### src/twlf_pkg.sv
// ----------------------------------------------------------------------------
// twlf_pkg: shared types and constants for the text width line fit block
// Character classes, queue entry, width table and status structs.
// ----------------------------------------------------------------------------
package twlf_pkg;

  localparam int CHAR_W = 8;   // raw text byte
  localparam int FONT_W = 10;  // font size register
  localparam int ROOM_W = 22;  // line room, running width
  localparam int CW_W   = 10;  // one character width
  localparam int LEN_W  = 13;  // break length result
  localparam int ADDR_W = 1;   // configuration register index
  localparam int QDEPTH = 4;   // front to back queue depth
  localparam int QPTR_W = 2;
  localparam int QCNT_W = 3;

  localparam logic [ROOM_W-1:0] WIDTH_MAX  = '1;
  localparam logic [FONT_W-1:0] FONT_RESET = 10'd16;

  // configuration register indexes
  localparam logic [ADDR_W-1:0] REG_FONT_PX   = 1'd0;
  localparam logic [ADDR_W-1:0] REG_LINE_ROOM = 1'd1;

  // character class as decided by the front
  typedef enum logic [1:0] {
    CLS_SPACE,
    CLS_LOWER,
    CLS_UPPER,
    CLS_OTHER
  } char_cls_t;

  // one queue entry
  typedef struct packed {
    char_cls_t cls;
    logic      last;
  } twlf_item_t;

  // per-class width for the current font size
  typedef struct packed {
    logic [CW_W-1:0] space_w;
    logic [CW_W-1:0] lower_w;
    logic [CW_W-1:0] upper_w;
    logic [CW_W-1:0] other_w;
  } twlf_wtab_t;

  // back stage status
  typedef struct packed {
    logic pop;
    logic pop_last;
  } twlf_bstat_t;

endpackage

### src/twlf_front.sv
// ----------------------------------------------------------------------------
// twlf_front: byte classifier
// Sorts each incoming byte into a width class and forms the queue entry.
// ----------------------------------------------------------------------------
module twlf_front
  import twlf_pkg::*;
(
  input  logic [CHAR_W-1:0] char_code,
  input  logic              final_char,
  output twlf_item_t        item
);

  char_cls_t cls;

  // class decode: tab, newline, vt, ff, cr and space are whitespace
  always_comb begin
    if ((char_code >= 8'd9 && char_code <= 8'd13) || char_code == 8'd32) begin
      cls = CLS_SPACE;
    end else if (char_code >= 8'd97 && char_code <= 8'd122) begin
      cls = CLS_LOWER;
    end else if (char_code >= 8'd65 && char_code <= 8'd90) begin
      cls = CLS_UPPER;
    end else begin
      cls = CLS_OTHER;
    end
  end

  assign item.cls  = cls;
  assign item.last = final_char;

endmodule

### src/twlf_queue.sv
// ----------------------------------------------------------------------------
// twlf_queue: short queue between front and back
// Four-entry register queue; push and pop may happen in the same cycle.
// ----------------------------------------------------------------------------
module twlf_queue
  import twlf_pkg::*;
(
  input  logic       clk,
  input  logic       rst_n,
  input  logic       push,
  input  twlf_item_t push_item,
  output logic       full,
  input  logic       pop,
  output logic       valid,
  output twlf_item_t head
);

  twlf_item_t        mem_r [QDEPTH];
  logic [QPTR_W-1:0] wptr_r, wptr_nxt;
  logic [QPTR_W-1:0] rptr_r, rptr_nxt;
  logic [QCNT_W-1:0] cnt_r, cnt_nxt;
  logic              do_push;
  logic              do_pop;

  assign full    = (cnt_r == QCNT_W'(QDEPTH));
  assign valid   = (cnt_r != '0);
  assign head    = mem_r[rptr_r];
  assign do_push = push && !full;
  assign do_pop  = pop && valid;

  // pointer and fill count update
  always_comb begin
    wptr_nxt = do_push ? wptr_r + QPTR_W'(1) : wptr_r;
    rptr_nxt = do_pop ? rptr_r + QPTR_W'(1) : rptr_r;
    cnt_nxt  = cnt_r;
    if (do_push && !do_pop) begin
      cnt_nxt = cnt_r + QCNT_W'(1);
    end else if (do_pop && !do_push) begin
      cnt_nxt = cnt_r - QCNT_W'(1);
    end
  end

  always_ff @(posedge clk) begin
    if (!rst_n) begin
      wptr_r <= '0;
      rptr_r <= '0;
      cnt_r  <= '0;
    end else begin
      wptr_r <= wptr_nxt;
      rptr_r <= rptr_nxt;
      cnt_r  <= cnt_nxt;
    end
  end

  // entry storage
  always_ff @(posedge clk) begin
    if (do_push) begin
      mem_r[wptr_r] <= push_item;
    end
  end

endmodule

### src/twlf_back.sv
// ----------------------------------------------------------------------------
// twlf_back: width accumulator and line fit counter
// Adds each character width, tracks the longest fitting prefix and loads
// the output register on the last byte of a run.
// ----------------------------------------------------------------------------
module twlf_back
  import twlf_pkg::*;
#(
  parameter int MAX_CHARS = 4096
) (
  input  logic              clk,
  input  logic              rst_n,
  input  logic              q_valid,
  input  twlf_item_t        q_item,
  output logic              q_pop,
  input  twlf_wtab_t        wtab,
  input  logic [ROOM_W-1:0] line_room,
  output logic              out_valid,
  input  logic              out_ready,
  output logic [ROOM_W-1:0] out_total,
  output logic [LEN_W-1:0]  out_break,
  output logic              out_too_long,
  output twlf_bstat_t       stat
);

  localparam int CNT_W = $clog2(MAX_CHARS + 1);

  logic [ROOM_W-1:0] sum_r, sum_nxt;
  logic [CNT_W-1:0]  cnt_r, cnt_nxt;
  logic [CNT_W-1:0]  fit_r, fit_nxt;
  logic              ovf_r, ovf_nxt;
  logic              out_valid_r;
  logic [ROOM_W-1:0] out_total_r;
  logic [LEN_W-1:0]  out_break_r;
  logic              out_too_long_r;
  logic [CW_W-1:0]   cw;
  logic [ROOM_W:0]   full;
  logic              pop;

  // a byte that ends a run waits until the output register can take a result
  assign pop   = q_valid && (!q_item.last || !out_valid_r || out_ready);
  assign q_pop = pop;

  // width of this byte
  always_comb begin
    case (q_item.cls)
      CLS_SPACE: cw = wtab.space_w;
      CLS_LOWER: cw = wtab.lower_w;
      CLS_UPPER: cw = wtab.upper_w;
      CLS_OTHER: cw = wtab.other_w;
      default:   cw = wtab.other_w;
    endcase
  end

  assign full = {1'b0, sum_r} + (ROOM_W + 1)'(cw);

  // run state update
  always_comb begin
    sum_nxt = sum_r;
    cnt_nxt = cnt_r;
    fit_nxt = fit_r;
    ovf_nxt = ovf_r;
    if (cnt_r >= CNT_W'(MAX_CHARS)) begin
      ovf_nxt = 1'b1;
    end else begin
      if (fit_r == cnt_r && line_room != '0 && full <= {1'b0, line_room}) begin
        fit_nxt = fit_r + CNT_W'(1);
      end
      sum_nxt = full[ROOM_W] ? WIDTH_MAX : full[ROOM_W-1:0];
      cnt_nxt = cnt_r + CNT_W'(1);
    end
  end

  // run state registers, cleared after the last byte
  always_ff @(posedge clk) begin
    if (!rst_n) begin
      sum_r <= '0;
      cnt_r <= '0;
      fit_r <= '0;
      ovf_r <= 1'b0;
    end else if (pop) begin
      if (q_item.last) begin
        sum_r <= '0;
        cnt_r <= '0;
        fit_r <= '0;
        ovf_r <= 1'b0;
      end else begin
        sum_r <= sum_nxt;
        cnt_r <= cnt_nxt;
        fit_r <= fit_nxt;
        ovf_r <= ovf_nxt;
      end
    end
  end

  // output register valid
  always_ff @(posedge clk) begin
    if (!rst_n) begin
      out_valid_r <= 1'b0;
    end else if (pop && q_item.last) begin
      out_valid_r <= 1'b1;
    end else if (out_ready) begin
      out_valid_r <= 1'b0;
    end
  end

  // output register payload
  always_ff @(posedge clk) begin
    if (pop && q_item.last) begin
      out_total_r    <= sum_nxt;
      out_break_r    <= LEN_W'(fit_nxt);
      out_too_long_r <= ovf_nxt;
    end
  end

  assign out_valid     = out_valid_r;
  assign out_total     = out_total_r;
  assign out_break     = out_break_r;
  assign out_too_long  = out_too_long_r;
  assign stat.pop      = pop;
  assign stat.pop_last = pop && q_item.last;

endmodule

### src/text_width_line_fit.sv
// ----------------------------------------------------------------------------
// text_width_line_fit: text run width measurer with line fit
// Measures a byte stream by character class and reports total width and
// break length at the end of each run.
// ----------------------------------------------------------------------------
// The block takes one text byte per cycle while its queue has room, and on the
// byte marked with tlast returns the run's saturated total width and the length
// of the longest prefix that fits line_room. A classifier feeds a four-entry
// queue; the back stage adds one character width and does one compare per
// cycle, which is what sets the rate. The last byte is registered in the queue,
// popped by the back stage (when nothing waits ahead of it in the queue) and
// its result loaded into an output register, from which it can be taken. Bytes
// that do not end a run keep flowing while a result waits; a last byte waits
// in the queue until the held result is taken, and once the queue is full
// the input stalls. Runs longer than MAX_CHARS bytes set too_long and are
// measured over their first MAX_CHARS bytes. Configuration writes belong
// between runs, with the block idle.
// ----------------------------------------------------------------------------
module text_width_line_fit
  import twlf_pkg::*;
#(
  parameter int MAX_CHARS = 4096
) (
  input  logic              clk,
  input  logic              rst_n,
  // configuration write port
  input  logic              cfg_we,
  input  logic [ADDR_W-1:0] cfg_addr,
  input  logic [ROOM_W-1:0] cfg_wdata,
  // input stream
  input  logic              in_tvalid,
  output logic              in_tready,
  input  logic [7:0]        in_tdata,   // [7:0] char_code
  input  logic              in_tlast,   // final_char
  // result stream
  output logic              out_tvalid,
  input  logic              out_tready,
  output logic [39:0]       out_tdata,  // [21:0] total_width, [34:22] break_length
  output logic              out_tuser   // too_long
);

  twlf_wtab_t        wtab_r;
  logic [ROOM_W-1:0] line_room_r;
  twlf_item_t        f_item;
  twlf_item_t        q_head;
  logic              q_full;
  logic              q_valid;
  logic              q_pop;
  twlf_bstat_t       bstat;
  logic [ROOM_W-1:0] res_total;
  logic [LEN_W-1:0]  res_break;

  // per-class widths from a font size; x/5 as multiply by 3277 and shift 14
  function automatic twlf_wtab_t calc_wtab(input logic [FONT_W-1:0] f);
    logic [12:0] f5;
    logic [12:0] f7;
    logic [11:0] f3;
    logic [23:0] p;
    twlf_wtab_t  t;
    f5 = {3'b0, f} * 13'd5;
    f7 = {3'b0, f} * 13'd7;
    f3 = {2'b0, f} * 12'd3;
    p  = {12'b0, f3} * 24'd3277;
    t.space_w = {2'b0, f[FONT_W-1:2]};
    t.lower_w = f5[12:3];
    t.upper_w = f7[12:3];
    t.other_w = p[23:14];
    return t;
  endfunction

  // configuration registers; width table recomputed on a font write
  always_ff @(posedge clk) begin
    if (!rst_n) begin
      wtab_r      <= calc_wtab(FONT_RESET);
      line_room_r <= '0;
    end else if (cfg_we) begin
      case (cfg_addr)
        REG_FONT_PX:   wtab_r      <= calc_wtab(cfg_wdata[FONT_W-1:0]);
        REG_LINE_ROOM: line_room_r <= cfg_wdata;
        default:       line_room_r <= line_room_r;
      endcase
    end
  end

  assign in_tready = rst_n && !q_full;

  twlf_front u_front (
    .char_code  (in_tdata),
    .final_char (in_tlast),
    .item       (f_item)
  );

  twlf_queue u_queue (
    .clk       (clk),
    .rst_n     (rst_n),
    .push      (in_tvalid && in_tready),
    .push_item (f_item),
    .full      (q_full),
    .pop       (q_pop),
    .valid     (q_valid),
    .head      (q_head)
  );

  twlf_back #(
    .MAX_CHARS (MAX_CHARS)
  ) u_back (
    .clk          (clk),
    .rst_n        (rst_n),
    .q_valid      (q_valid),
    .q_item       (q_head),
    .q_pop        (q_pop),
    .wtab         (wtab_r),
    .line_room    (line_room_r),
    .out_valid    (out_tvalid),
    .out_ready    (out_tready),
    .out_total    (res_total),
    .out_break    (res_break),
    .out_too_long (out_tuser),
    .stat         (bstat)
  );

  assign out_tdata = {5'b0, res_break, res_total};

`ifndef SYNTHESIS
  // a transferred byte is in the queue on the next cycle
  a_push_lands: assert property (@(posedge clk) disable iff (!rst_n)
    (in_tvalid && in_tready) |=> q_valid)
    else $error("accepted byte missing from queue");

  // the last byte of a run always produces a result
  a_last_gives_result: assert property (@(posedge clk) disable iff (!rst_n)
    bstat.pop_last |=> out_tvalid)
    else $error("last byte did not load a result");

  // a taken result with no new last byte clears the output register
  a_result_once: assert property (@(posedge clk) disable iff (!rst_n)
    (out_tvalid && out_tready && !bstat.pop_last) |=> !out_tvalid)
    else $error("result repeated");

  // the back stage never loads a new result over a stalled one
  a_no_pop_on_stall: assert property (@(posedge clk) disable iff (!rst_n)
    (out_tvalid && !out_tready) |-> !bstat.pop_last)
    else $error("last byte popped over a stalled result");
`endif

endmodule
### config.mk
export PLATFORM = sky130hd
export DESIGN_NAME = text_width_line_fit
export DESIGN_NICKNAME = d
export VERILOG_FILES = /design/src/twlf_pkg.sv /design/src/twlf_front.sv /design/src/twlf_queue.sv /design/src/twlf_back.sv /design/src/text_width_line_fit.sv
export SDC_FILE = /design/constraint.sdc
export NUM_CORES = 1
export LEC_CHECK = 0
export BUFFER_PORTS_ARGS = -buffer_cell sky130_fd_sc_hd__buf_2
export CAP_MARGIN = 20
export CORE_AREA = 2 2 184 186
export CTS_CLUSTER_SIZE = 12
export DETAILED_ROUTE_END_ITERATION = 8
export DIE_AREA = 0 0 186 188
export PLACE_DENSITY = 0.55
export SLEW_MARGIN = 20
export SYNTH_ARGS = -nofsm -noshare
export SYNTH_HDL_FRONTEND = slang
export SYNTH_HIERARCHICAL = 1
export SYNTH_SLANG_ARGS = --single-unit
### constraint.sdc
create_clock -name clk -period 11.5 [get_ports clk]
set_input_delay 2.3 -clock clk [delete_from_list [all_inputs] [get_ports clk]]
set_output_delay 2.3 -clock clk [all_outputs]
set_load 0.005 [all_outputs]
# After elaboration in Yosys (flattened, before gate mapping)
# Memory sizes are Yosys's and may differ from the RTL's. A register that Yosys moved wholly into a read port is not among the register bits.
# Index checks and enable logic that the tools add are counted.
# word_totals
ram_bits	12
out_inout_bits	43
word_cells	95
reg_bits	153
mem_count	1
# mem_list
name	depth	word_bits	read_ports	rd_ports_with_merged_regs	write_ports	line_no	text
u_queue.mem_r	4	3	1	1	1	twlf_queue.sv:18	twlf_item_t mem_r [QDEPTH];
# classes
reduce_logical	29
magnitude_cmp	8
n_mux	22
bitwise_logic	1
n_eq_ne	7
n_mul	4
addsub	7
# ops
operator	count
$mux 22	3
$mux 13	5
$pmux 10 s4	1
$add 13x1->13 const B	2
$mul 10x3->13 const B	2
$mul 12x12->24 const B	1
$add 22x10->23	1
$le 23x22->1	1
$reduce_bool 22->1	1
$ge 8x7->1 const B	2
$le 8x7->1 const B	2
$eq 13x13->1	1
$ge 13x13->1 const B	1
$logic_and 1x1->1	13
$mul 10x2->12 const B	1
$eq 8x6->1 const B	1
$ge 8x4->1 const B	1
$le 8x4->1 const B	1
$mux 2	4
$mux 1	7
$mux 3	2
$reduce_and 2->1	3
$logic_not 1->1	5
$add 2x1->2 const B	2
other kinds (11)	15

# Logic depth before layout (Yosys ltp)
# Gate-level depths: netlist of the first run.
# logic_depth
depth_word	9
ltp_mapped	24

# Cells and area by module
# Netlist of the first run, hierarchy kept.
# by_module_without_submodules
module	area_per_inst_um2	cells_each	n_inst
text_width_line_fit	6409.9	740	1
twlf_back	5624.1	611	1
twlf_queue	918.4	63	1
twlf_front	120.1	16	1

# Worst setup path before layout of the first run
# Ideal clock, no wire load.
# synth_path
path_type	input to register
startpoint	input cfg_wdata[0]
endpoint	register wtab_r[6] in the netlist's numbering
stages	22
path_slack_ns	3.979
required_ns	11.374
arrival_time_ns	7.395
path_buffers	0
path_cell_list	ha_1 -> inv_1 -> fa_1 -> nor2b_1 -> o21ai_0 -> a21oi_1 -> ha_1 -> ha_1 -> inv_1 -> fa_1 -> inv_1 -> fa_1 -> inv_1 -> fa_1 -> inv_1 -> ha_1 -> a2111oi_4 -> o21ai_2 -> a221oi_4 -> a21oi_1 -> xnor2_1 -> o21ai_0
# synth_between
elab_chain_len	2
# synth_lines
element	line_no	text
start: declaration	text_width_line_fit.sv:29	input logic [ROOM_W-1:0] cfg_wdata,
$mul 10x2->12	text_width_line_fit.sv:62	f3 = {2'b0, f} * 12'd3;
$mul 12x12->24	text_width_line_fit.sv:63	p = {12'b0, f3} * 24'd3277;
end signal: assignment	text_width_line_fit.sv:74	wtab_r <= calc_wtab(FONT_RESET);
end signal: assignment	text_width_line_fit.sv:78	REG_FONT_PX: wtab_r <= calc_wtab(cfg_wdata[FONT_W-1:0]);
end: declaration	text_width_line_fit.sv:42	twlf_wtab_t wtab_r;
# No other way between the ends.
# A chain may end at the register's enable or synchronous reset.

# Final worst setup path of the first run
# Same ends and word-level chain as after synthesis.

==> metrics.md, run 1 <==
| Metric | Value |
|---|---|
| Outcome | `finished clean` |
| IO Pins | `80` |
| Aggregate global routing overflow | `0` |
| Peak Freq | `approximately 130 MHz` |
| Die height | `188 um` |
| First-pass GRT wire length | `52.2 mm` |
| Post-Syn Instances | `1429` |
| Util after Layout | `43.3%` |
| H-Tree Depth | `4` |
| Critical path type | `in2reg` |
| Yosys synthesis warning count | `6` |
| CTS buffer count | `17` |
| Post-route minimum period | `about 7.9 ns` |
| Routed WL | `around 32 mm` |
| Longest Clk Path Bufs | `2` |
| Share of layout cells above drive strength 1 | `between 10 and 15%` |
| Layout area overhead | `9.74%` |
| CP peak stage delay | `~0.54 ns` |
| Vias in the first global route | `10000` |
| CP Max Fanout | `10` |
| Post-CTS setup buffer count | `0` |
| Row cnt | `67` |
| Worst path required time | `11.81 ns` |
| Remaining DRCs | `0` |
| Worst-path clk slew | `roughly 0.060 ns` |
| Root buffer cell | `clkbuf_16` |
| Die area | `between 0.03 and 0.04 mm^2` |
| Fill cells | `between 3000 and 4000` |
| Worst VDD drop | `about 0.00021 V` |
| Final Max Tran Viols | `0` |
| GRT Total Usage | `a little under a fifth` |
| Initial Util | `39.5%` |
| Post-CTS resize count | `0` |
| HPWL Detailed | `between 20 and 25 mm` |
| Hold-fix buffers, CTS | `0` |
| Final Hold Fails | `0` |
| Vias per cell | `approximately 5.2` |
| Max cap viols | `0` |
| Worst skew pair latency | `around 0.43 ns` |
| Number of routed nets with antenna violations | `0` |
| Initial drt markers | `511` |
| CTS tree | `yes` |
| Cell area power density | `about 270 mW/mm^2` |
| Total Nets Final | `roughly 1700` |
| Initial antenna violation count | `0` |
| Crit path DAT | `8.22 ns` |
| DR pass1 iterations | `7` |
| Clk_skew | `~0.012 ns` |
| Core region area | `roughly 0.033 mm^2` |
| Clock tree sinks | `around 170` |
| Vias | `roughly 10000` |
| Syn avg cell area | `around 9.1 um^2` |
| Die width | `approximately 190 um` |
| Ant. Diodes | `0` |
| Endpoints failing setup | `0` |
| Lkg Pwr | `6.17 nW` |
| Slew margin rel. | `37.7%` |
| RSZ-0062 raised after global routing | `no` |
| Buf+Inv Stages, Crit Path | `6` |
| Worst Tran Pin Value | `between 0.9 and 1 ns` |
| Port-buffer cells | `74` |
| Pin count of the biggest net entering global routing | `87` |
| WL/cell | `16.3 um` |
| Post-Syn Area | `approximately 0.013 mm^2` |
| Critical path, cell by cell | `buf_2 -> ha_1 -> inv_1 -> fa_1 -> nor2b_1 -> o21ai_0 -> a21oi_1 -> ha_1 -> inv_1 -> fa_1 -> inv_1 -> fa_1 -> fa_1 -> inv_1 -> fa_1 -> inv_1 -> ha_1 -> o21ai_0 -> a21oi_1 -> a221oi_4 -> a21oi_1 -> xnor2_1 -> o21ai_0` |
| Min-Delay Path Class | `reg2reg` |
| Critical Path Slowest Stage Cell | `fa_1` |
| Worst setup EP type | `flop` |
| Crit. Startpoint | `cfg_wdata[0]` |
| Setup TNS | `0 ns` |
| Final worst-path cycle share | `between 60 and 70%` |
| Routability cong. | `0.861` |
| CP Launch Type | `primary input` |
| Hold wc startpoint | `wtab_r[37]` |
| Cell family with most CP delay | `adder cells` |
-- worst register-to-register path, delay by kind of cell, from the launching register on --
| family | cells | cell delay, ns |
|---|---|---|
| flip-flops | 1 | 0.42 |
| AO/OA/AOI/OAI | 8 | 1.82 |
| adder cells (fa/ha/maj) | 2 | 0.70 |
| XOR/XNOR | 2 | 0.32 |
| multiplexers | 2 | 1.30 |
| AND/OR/NAND/NOR | 4 | 1.56 |
-- path summary, 6_finish.rpt --
check	cells after the start	end	slack, ns
max	23	wtab_r[6]	3.59
min	2	wtab_r[37]	0.47
max reg2reg	18	u_back/out_break[11]	5.13
min reg2reg	2	wtab_r[37]	0.47
-- flip-flops by register name (all words and copies together) (netlist names), named ones only --
| signal | cells |
|---|---|
| u_back/out_break | 13 |
| wtab_r | 38 |
| u_back/out_total | 22 |
| u_queue/wptr_r | 2 |
| line_room_r | 22 |
| u_back/ovf_r | 1 |
| u_queue/rptr_r | 2 |
| u_back/out_too_long | 1 |
| u_back/sum_r | 22 |
| u_back/cnt_r | 13 |
| u_queue/mem_r | 12 |
| u_queue/cnt_r | 3 |
| u_back/out_valid | 1 |
| u_back/fit_r | 13 |
-- power breakdown --
part	total (W)	switching [W]	internal (W)	leakage (nW)
Clock	0.000544	0.000246	0.000298	0.270
Sequential	0.000771	0.0000535	0.000718	1.42
Combinational	0.00262	0.00156	0.00106	4.48
Total	0.00394	0.00186	0.00208	6.17
-- per-layer routing --
layer	GRT usage [%]	vias up	part of all wire [%]
li1	-	5082	-
met1	24.7	4815	47
met2	32.5	184	49
met3	2.10	31	2.6
met4	4.82	0	1.7
met5	0	-	0
-- cell usage in the layout, fill, tap and decap left out, drive strengths merged, types with 5 or more instances in the layout --
| master | n |
|---|---|
| a21oi | 64 |
| a311oi | 6 |
| or4 | 7 |
| nor4 | 12 |
| nand4 | 21 |
| a31oi | 11 |
| a211oi | 10 |
| xnor2 | 41 |
| o21bai | 5 |
| o21ai | 66 |
| clkbuf | 21 |
| nand2 | 166 |
| and2 | 22 |
| mux4 | 13 |
| buf | 81 |
| a21boi | 34 |
| fa | 50 |
| inv | 157 |
| o21a | 12 |
| a22oi | 10 |
| ha | 162 |
| and3 | 8 |
| dfxtp | 119 |
| nand3 | 40 |
| o211ai | 16 |
| xor2 | 43 |
| a21o | 17 |
| or2 | 7 |
| o311a | 5 |
| nor3 | 17 |
| or3 | 15 |
| edfxtp | 48 |
| mux2i | 6 |
| conb | 7 |
| nor2b | 17 |
| nor2 | 78 |
-- area by class of cell --
cell class | count | area (um^2) | share of cell area, %
flip-flops and latches | 167 | 3820 | 26.7
clock buffers | 21 | 470 | 3.28
well taps | 448 | 561 | 3.91
clock inverters | 11 | 90.1 | 0.628
multi-input cells | 1054 | 8400 | 58.6
inverters | 153 | 574 | 4.01
repair buffers | 81 | 423 | 2.95
-- metrics by stage --
step / power (W) / worst slack, ns / instances / instance area (um^2) / hold WS [ns]
detailed placement: 0.00341 / 3.14 / 1903 / 13800 / 0.460
global placement: 0.00339 / 3.27 / 1903 / 13800 / 0.445
CTS: 0.00398 / 3.59 / 1935 / 14300 / 0.468
floorplan: 0.00278 / 3.98 / 1435 / 13100 / 0.420
finish: 0.00394 / 3.59 / 1935 / 14300 / 0.466
global route: 0.00438 / 3.17 / 1935 / 14300 / 0.487
Power figures use the tool's default switching activity.
==> inputs of run 2 (changes only) <==
PLACE_DENSITY = 0.57   (was 0.55)
clock period = 6.6 ns   (was 11.5 ns; I/O delays follow)
==> run 2 against run 1 <==
  * Combinational power is 110% higher
  * Die area stayed put
  * Power is 96% higher
  * Core utilization is 1.5 points higher
  * First-iteration DRC count is 16% higher
==> metrics.md, run 2 (synthesis results as in run 1) <==
| Metric | Value |
|---|---|
| Post-route minimum period | `about 6.3 ns` |
| Worst path required time | `6.92 ns (-4.89 ns)` |
| Root buffer cell | `clkbuf_16` |
| CP Launch Type | `primary input` |
| CTS tree | `yes` |
| Final Non-Filler Cells | `1993 (+3.0%)` |
| Post-CTS setup buffer count | `0 (unchanged)` |
| Vias in the first global route | `10200 (+1.8%)` |
| Outcome | `finished clean` |
| IO Pins | `80 (unchanged)` |
| Pin count of the biggest net entering global routing | `82 (-5.7%)` |
| Critical path type | `in2reg` |
| HPWL Detailed | `24.8 mm (+0.59%)` |
| Routed WL | `31.4 mm (-0.47%)` |
| Vias | `10300 (+1.9%)` |
| Vias per cell | `5.17 (-1.1%)` |
| Hold path cells | `2 (unchanged)` |
| Final worst-path cycle share | `between 90% and 100%` |
| Lkg Pwr | `6.48 nW (+5.0%)` |
| Dpl cell area | `0.0142 mm^2 (+3.2%)` |
| Final Hold Fails | `0 (unchanged)` |
| Endpoints failing setup | `0 (unchanged)` |
| Initial Util | `39.5% (unchanged)` |
| DR pass1 iterations | `5 (-2)` |
| Die height | `188 um (unchanged)` |
| Total Nets Final | `1781 (+3.4%)` |
| Routability cong. | `0.877 (+1.9%)` |
| Reg2reg path depth | `18 (unchanged)` |
| Initial drt markers | `594 (+16%)` |
| Die area | `0.0350 mm^2 (unchanged)` |
| Placed insts | `1961 (+3.0%)` |
| Min-Delay Path Class | `reg2reg` |
| Max cap viols | `0 (unchanged)` |
| Clock tree sinks | `167 (unchanged)` |
| Design area | `0.0148 mm^2 (+3.5%)` |
| Top reg by flops | `wtab_r` |
| Worst-path clk slew | `0.07 ns (about the same)` |
| Number of routed nets with antenna violations | `0 (unchanged)` |
| First-pass GRT wire length | `52.4 mm (+0.28%)` |
| CP Max Fanout | `5 (-5)` |
| H-Tree Depth | `4 (unchanged)` |
| Clk_skew | `0.00971 ns (-0.00192 ns)` |
| Fill cells | `3176 (-2.9%)` |
| Slew margin rel. | `39.0% (+1.3 points)` |
| Port-buffer cells | `74 (unchanged)` |
| Most common cell after layout, fill and taps aside | `nand2_1` |
| Most frequent cells in the layout | `165 x nand2_1, 160 x ha_1, 153 x inv_1` |
| Worst setup EP type | `flop` |
| Crit path DAT | `6.60 ns (-1.62 ns)` |
| Hold-fix buffers, CTS | `0 (unchanged)` |
| Ant. Diodes | `0 (unchanged)` |
| RSZ-0062 raised after global routing | `no` |
| Die width | `186 um (unchanged)` |
| Cell area power density | `520 mW/mm^2 (+90%)` |
| Worst skew pair latency | `0.44 ns (about the same)` |
| Final Max Tran Viols | `0 (unchanged)` |
| Core region area | `0.0331 mm^2 (unchanged)` |
| Initial antenna violation count | `1 (+1)` |
| Aggregate global routing overflow | `0 (unchanged)` |
| R2R Setup Slk | `0.43 ns (-4.70 ns)` |
| Peak Freq | `roughly 160 MHz` |
| GRT Total Usage | `18.8% (about the same)` |
| Remaining DRCs | `0 (unchanged)` |
| Max FFs per register | `38 (unchanged)` |
| Worst VDD drop | `0.000437 V (+110%)` |
| CTS buffer count | `17 (unchanged)` |
| Worst Tran Pin Value | `0.913 ns (-0.0192 ns)` |
| Row cnt | `67 (unchanged)` |
| Share of layout cells above drive strength 1 | `14.9% (+3.9 points)` |
| Longest Clk Path Bufs | `2 (unchanged)` |
| Layout area overhead | `13.6%` |
| WL/cell | `15.8 um (-3.4%)` |
-- run 2: changes by cell type in the layout (fill, tap and decap cells not counted), sizes merged --
| cell | delta |
|---|---|
| buf | +58 |
| clkbuf | -4 |
| inv | +5 |
| clkinv | +2 |
| clkinvlp | -3 |
-- run 2: critical path: stages --
cell and delay, ns:
buf_2 0.14, ha_4 0.17, inv_1 0.06, fa_1 0.19
nor2b_2 0.05, o31a_1 0.26, o31a_1 0.33, o21ai_1 0.14
nand2b_1 0.13, a21o_1 0.22, ha_1 0.27, inv_1 0.05
fa_1 0.49, inv_1 0.05, fa_1 0.47, inv_1 0.05
fa_1 0.54, inv_1 0.05, ha_1 0.33, a2111oi_4 0.37
o21ai_2 0.14, a221oi_4 0.42, buf_4 0.18, xnor2_1 0.11
o21ai_1 0.07
-- run 2: per-stage QoR --
stage	power, W	util, %	setup TNS (ns)	setup slack [ns]	hold WS, ns
floorplan	0.00485	-	0	0.0588	0.420
global placement	0.00661	42.9	-1.38	-0.191	0.443
detailed placement	0.00665	42.9	-2.20	-0.292	0.455
CTS	0.00768	44.7	0	0.194	0.470
global route	0.00855	44.8	0	0.0201	0.500
finish	0.00772	44.8	0	0.321	0.468
-- run 2: final timing paths --
| check | from | endpoint |
|---|---|---|
| worst max register to register | flop | u_back/out_break[11] |
| worst min register to register | wtab_r[20] | wtab_r[20] |
| worst min-delay path | wtab_r[20] | wtab_r[20] |
| worst max-delay path | cfg_wdata[1] | wtab_r[1] |
-- run 2: area by class of cell --
type	count	area (um^2)	share of cell area [%]
Clock buffer	17	425	2.87
Clock inverter	15	156	1.05
Inverter	153	574	3.87
Timing Repair Buffer	139	858	5.78
Multi-Input combinational cell	1054	8440	56.9
Tap cell	448	561	3.78
Sequential cell	167	3820	25.8
-- run 2: where the power goes --
part | internal (W) | total (W) | leakage (nW) | switching [W]
combinational | 0.00246 | 0.00540 | 4.78 | 0.00294
clock | 0.000506 | 0.000981 | 0.289 | 0.000475
sequential | 0.00125 | 0.00135 | 1.42 | 0.0000950
total | 0.00422 | 0.00772 | 6.48 | 0.00351
-- run 2: timing repair --
action | in CTS | in global routing
resized for setup | 0 | 11
endpoints found under the setup margin | 0 | 10
endpoints found under the hold margin | 0 | 0
-- run 2: routing by layer --
layer	track usage [%]	wire length (um)	vias to the layer above
li1	-	-	5213
met1	24.0	14400	4860
met2	32.6	15400	187
met3	2.19	793	43
met4	6.42	775	2
met5	0	11	-
==> inputs of run 3 (changes only) <==
CORE_AREA = 2 2 212 214   (was 2 2 184 186)
DIE_AREA = 0 0 214 216   (was 0 0 186 188)
GPL_TIMING_DRIVEN = 1   (was not set)
MAX_ROUTING_LAYER = met4   (was not set)
PLACE_DENSITY = 0.45   (was 0.57)
==> run 3 against run 2 <==
  * Register-to-register slack hardly changed
  * Worst setup slack worse by 0.098 ns
  * Power is 2.3% higher
  * Via count is 0.39% lower
  * Core utilization is 10 points lower
  * Fmax is 1.5% lower
  * Count of clock-buffer cells in the layout is 1 higher
  * Flip-flop and latch count stayed put
  * Clock skew is 0.0040 ns higher
  * Combinational power is 3% higher
  * Critical path type unchanged
==> metrics.md, run 3 (synthesis results as in run 1) <==
| Metric | Value |
|---|---|
| Clock tree sinks | `167 (unchanged)` |
| Initial antenna violation count | `1 (unchanged)` |
| IO Pins | `80 (unchanged)` |
| Critical Path Slowest Stage Cell | `fa_1` |
| Root buffer cell | `clkbuf_16` |
| WL/cell | `16.0 um (+1.3%)` |
| CP Launch Type | `primary input` |
| Aggregate global routing overflow | `0 (unchanged)` |
| DR pass1 iterations | `5 (unchanged)` |
| Post-route minimum period | `6.38 ns (+0.0984 ns)` |
| GRT Total Usage | `15.9% (-2.9 points)` |
| Layout area overhead | `16.0%` |
| Total Nets Final | `1790 (+0.51%)` |
| CP peak stage delay | `0.58 ns (+0.04 ns)` |
| Initial Util | `29.8% (-9.7 points)` |
| Die height | `216 um (+15%)` |
| First-pass GRT wire length | `56.7 mm (+8.2%)` |
| H-Tree Depth | `4 (unchanged)` |
| Most frequent cells in the layout | `165 x nand2_1, 156 x ha_1, 150 x inv_1` |
| Final Max Tran Viols | `0 (unchanged)` |
| Pin count of the biggest net entering global routing | `80 (-2.4%)` |
| Clk_skew | `0.0137 ns (+0.00402 ns)` |
| Worst VDD drop | `0.000419 V (-4.2%)` |
| Worst path required time | `6.99 ns (+0.07 ns)` |
| Routability cong. | `0.861 (-1.9%)` |
| Slew margin rel. | `37.8% (-1.2 points)` |
| Peak Freq | `157 MHz (-1.5%)` |
| Top reg by flops | `wtab_r` |
| Vias | `10300 (-0.39%)` |
| Most common cell after layout, fill and taps aside | `nand2_1` |
| Final Hold Fails | `0 (unchanged)` |
| Lkg Pwr | `6.52 nW (+0.66%)` |
| Final worst-path cycle share | `96.6% (+1.5 points)` |
| Worst slack at placement | `-0.408 ns (-0.116 ns)` |
| Endpoints failing setup | `0 (unchanged)` |
| Die width | `214 um (+15%)` |
| Cell area power density | `521 mW/mm^2 (+0.17%)` |
| Worst Tran Pin Value | `0.931 ns (+0.0184 ns)` |
| Initial drt markers | `556 (-6.4%)` |
| Routed WL | `34.3 mm (+9.2%)` |
| Critical path, cell by cell | `clkbuf_4 -> ha_4 -> inv_2 -> fa_2 -> nor2b_2 -> o31a_1 -> o31a_1 -> o21ai_1 -> nand2b_1 -> xnor2_2 -> ha_1 -> fa_1 -> fa_1 -> fa_1 -> ha_1 -> ha_1 -> nand4_1 -> a21oi_1 -> o311a_1 -> nor3_1 -> or4_1 -> nand3_1` |
| RSZ-0062 raised after global routing | `yes` |
| Fill cells | `4573 (+44%)` |
| Number of routed nets with antenna violations | `0 (unchanged)` |
| Remaining DRCs | `0 (unchanged)` |
| Crit path DAT | `6.77 ns (+0.17 ns)` |
| Footprint of the multi-input gates | `0.00850 mm^2 (+0.64%)` |
| Placed insts | `2112 (+7.7%)` |
| Die area | `0.0462 mm^2 (+32%)` |
| Core region area | `0.0438 mm^2 (+32%)` |
| Setup TNS | `0 ns (unchanged)` |
| Vias in the first global route | `10400 (+1.7%)` |
| HPWL Detailed | `27.1 mm (+9.3%)` |
| Row cnt | `77 (+15%)` |
| Critical path type | `in2reg` |
| Final Non-Filler Cells | `2147 (+7.7%)` |
| Max cap viols | `0 (unchanged)` |
| Max FFs per register | `38 (unchanged)` |
| CTS buffer count | `17 (unchanged)` |
| Worst setup EP type | `flop` |
| Hold-fix buffers, CTS | `0 (unchanged)` |
| Port-buffer cells | `74 (unchanged)` |
| Longest Clk Path Bufs | `2 (unchanged)` |
| Min Hold Slack | `0.457 ns (-0.0102 ns)` |
| CP Max Fanout | `4 (-1)` |
| Vias per cell | `4.78 (-7.5%)` |
| Reg area | `0.00382 mm^2 (unchanged)` |
| Hold path cells | `2 (unchanged)` |
| Setup ws final | `0.222 ns (-0.0984 ns)` |
| CTS tree | `yes` |
| Share of layout cells above drive strength 1 | `16.1% (+1.2 points)` |
| Worst-path clk slew | `0.08 ns (about the same)` |
| Worst skew pair latency | `0.45 ns (about the same)` |
| Reg2reg path depth | `18 (unchanged)` |
| Outcome | `finished clean` |
| Min-Delay Path Class | `reg2reg` |
-- run 3: worst max-delay path: cells and delay by family --
| family | cells | cell delay (ns) |
|---|---|---|
| AOI/OAI and AO/OA | 5 | 1.15 |
| and+or+nand+nor | 6 | 0.88 |
| adders and majority gates | 8 | 2.87 |
| buffers and inverters | 2 | 0.20 |
| xor gates and xnor gates | 1 | 0.34 |
-- run 3: area by class of cell --
type | instances | share of cell area [%]
multi-input combinational | 1054 | 56.1
sequential | 167 | 25.2
timing repair buffer | 148 | 6.12
tap | 592 | 4.89
inverter | 153 | 3.79
clock buffer | 18 | 2.90
clock inverter | 14 | 1.01
antenna | 1 | 0.0165
-- run 3: routing by layer --
metal	global-route usage (%)	vias up	routed length, um
met4	4.71	0	667
met5	-	-	0
li1	-	5237	-
met3	2.17	34	782
met2	27.2	123	17000
met1	19.4	4871	15900
-- run 3: worst paths after layout --
path | from | endpoint | slack (ns)
hold reg to reg | wtab_r[6] | wtab_r[6] | 0.46
setup / recovery | cfg_wdata[1] | wtab_r[7] | 0.22
setup reg to reg | flop | u_back/out_break[11] | 0.44
hold / removal | wtab_r[6] | wtab_r[6] | 0.46
-- run 3: per-stage QoR --
| step | cell area, um^2 | utilization, % | power, W |
|---|---|---|---|
| after detailed placement | 14400 | 33.0 | 0.00673 |
| after global placement | 14400 | 33.0 | 0.00675 |
| after global routing | 15200 | 34.6 | 0.00875 |
| final | 15200 | 34.6 | 0.00790 |
| after CTS | 15000 | 34.3 | 0.00780 |
| after floorplan | 13100 | - | 0.00485 |
-- run 3: timing repair --
item / 4_1_cts / 5_1_grt
endpoints found under the hold margin: 0 / 0
gates resized for setup: 0 / 27
setup buffers: 0 / 2
endpoints found under the setup margin: 0 / 9
-- run 3: report_power, final --
| group | total (W) | switching [W] | internal, W |
|---|---|---|---|
| registers | 0.00135 | 0.0000977 | 0.00125 |
| logic | 0.00555 | 0.00298 | 0.00257 |
| clock network | 0.00100 | 0.000487 | 0.000517 |
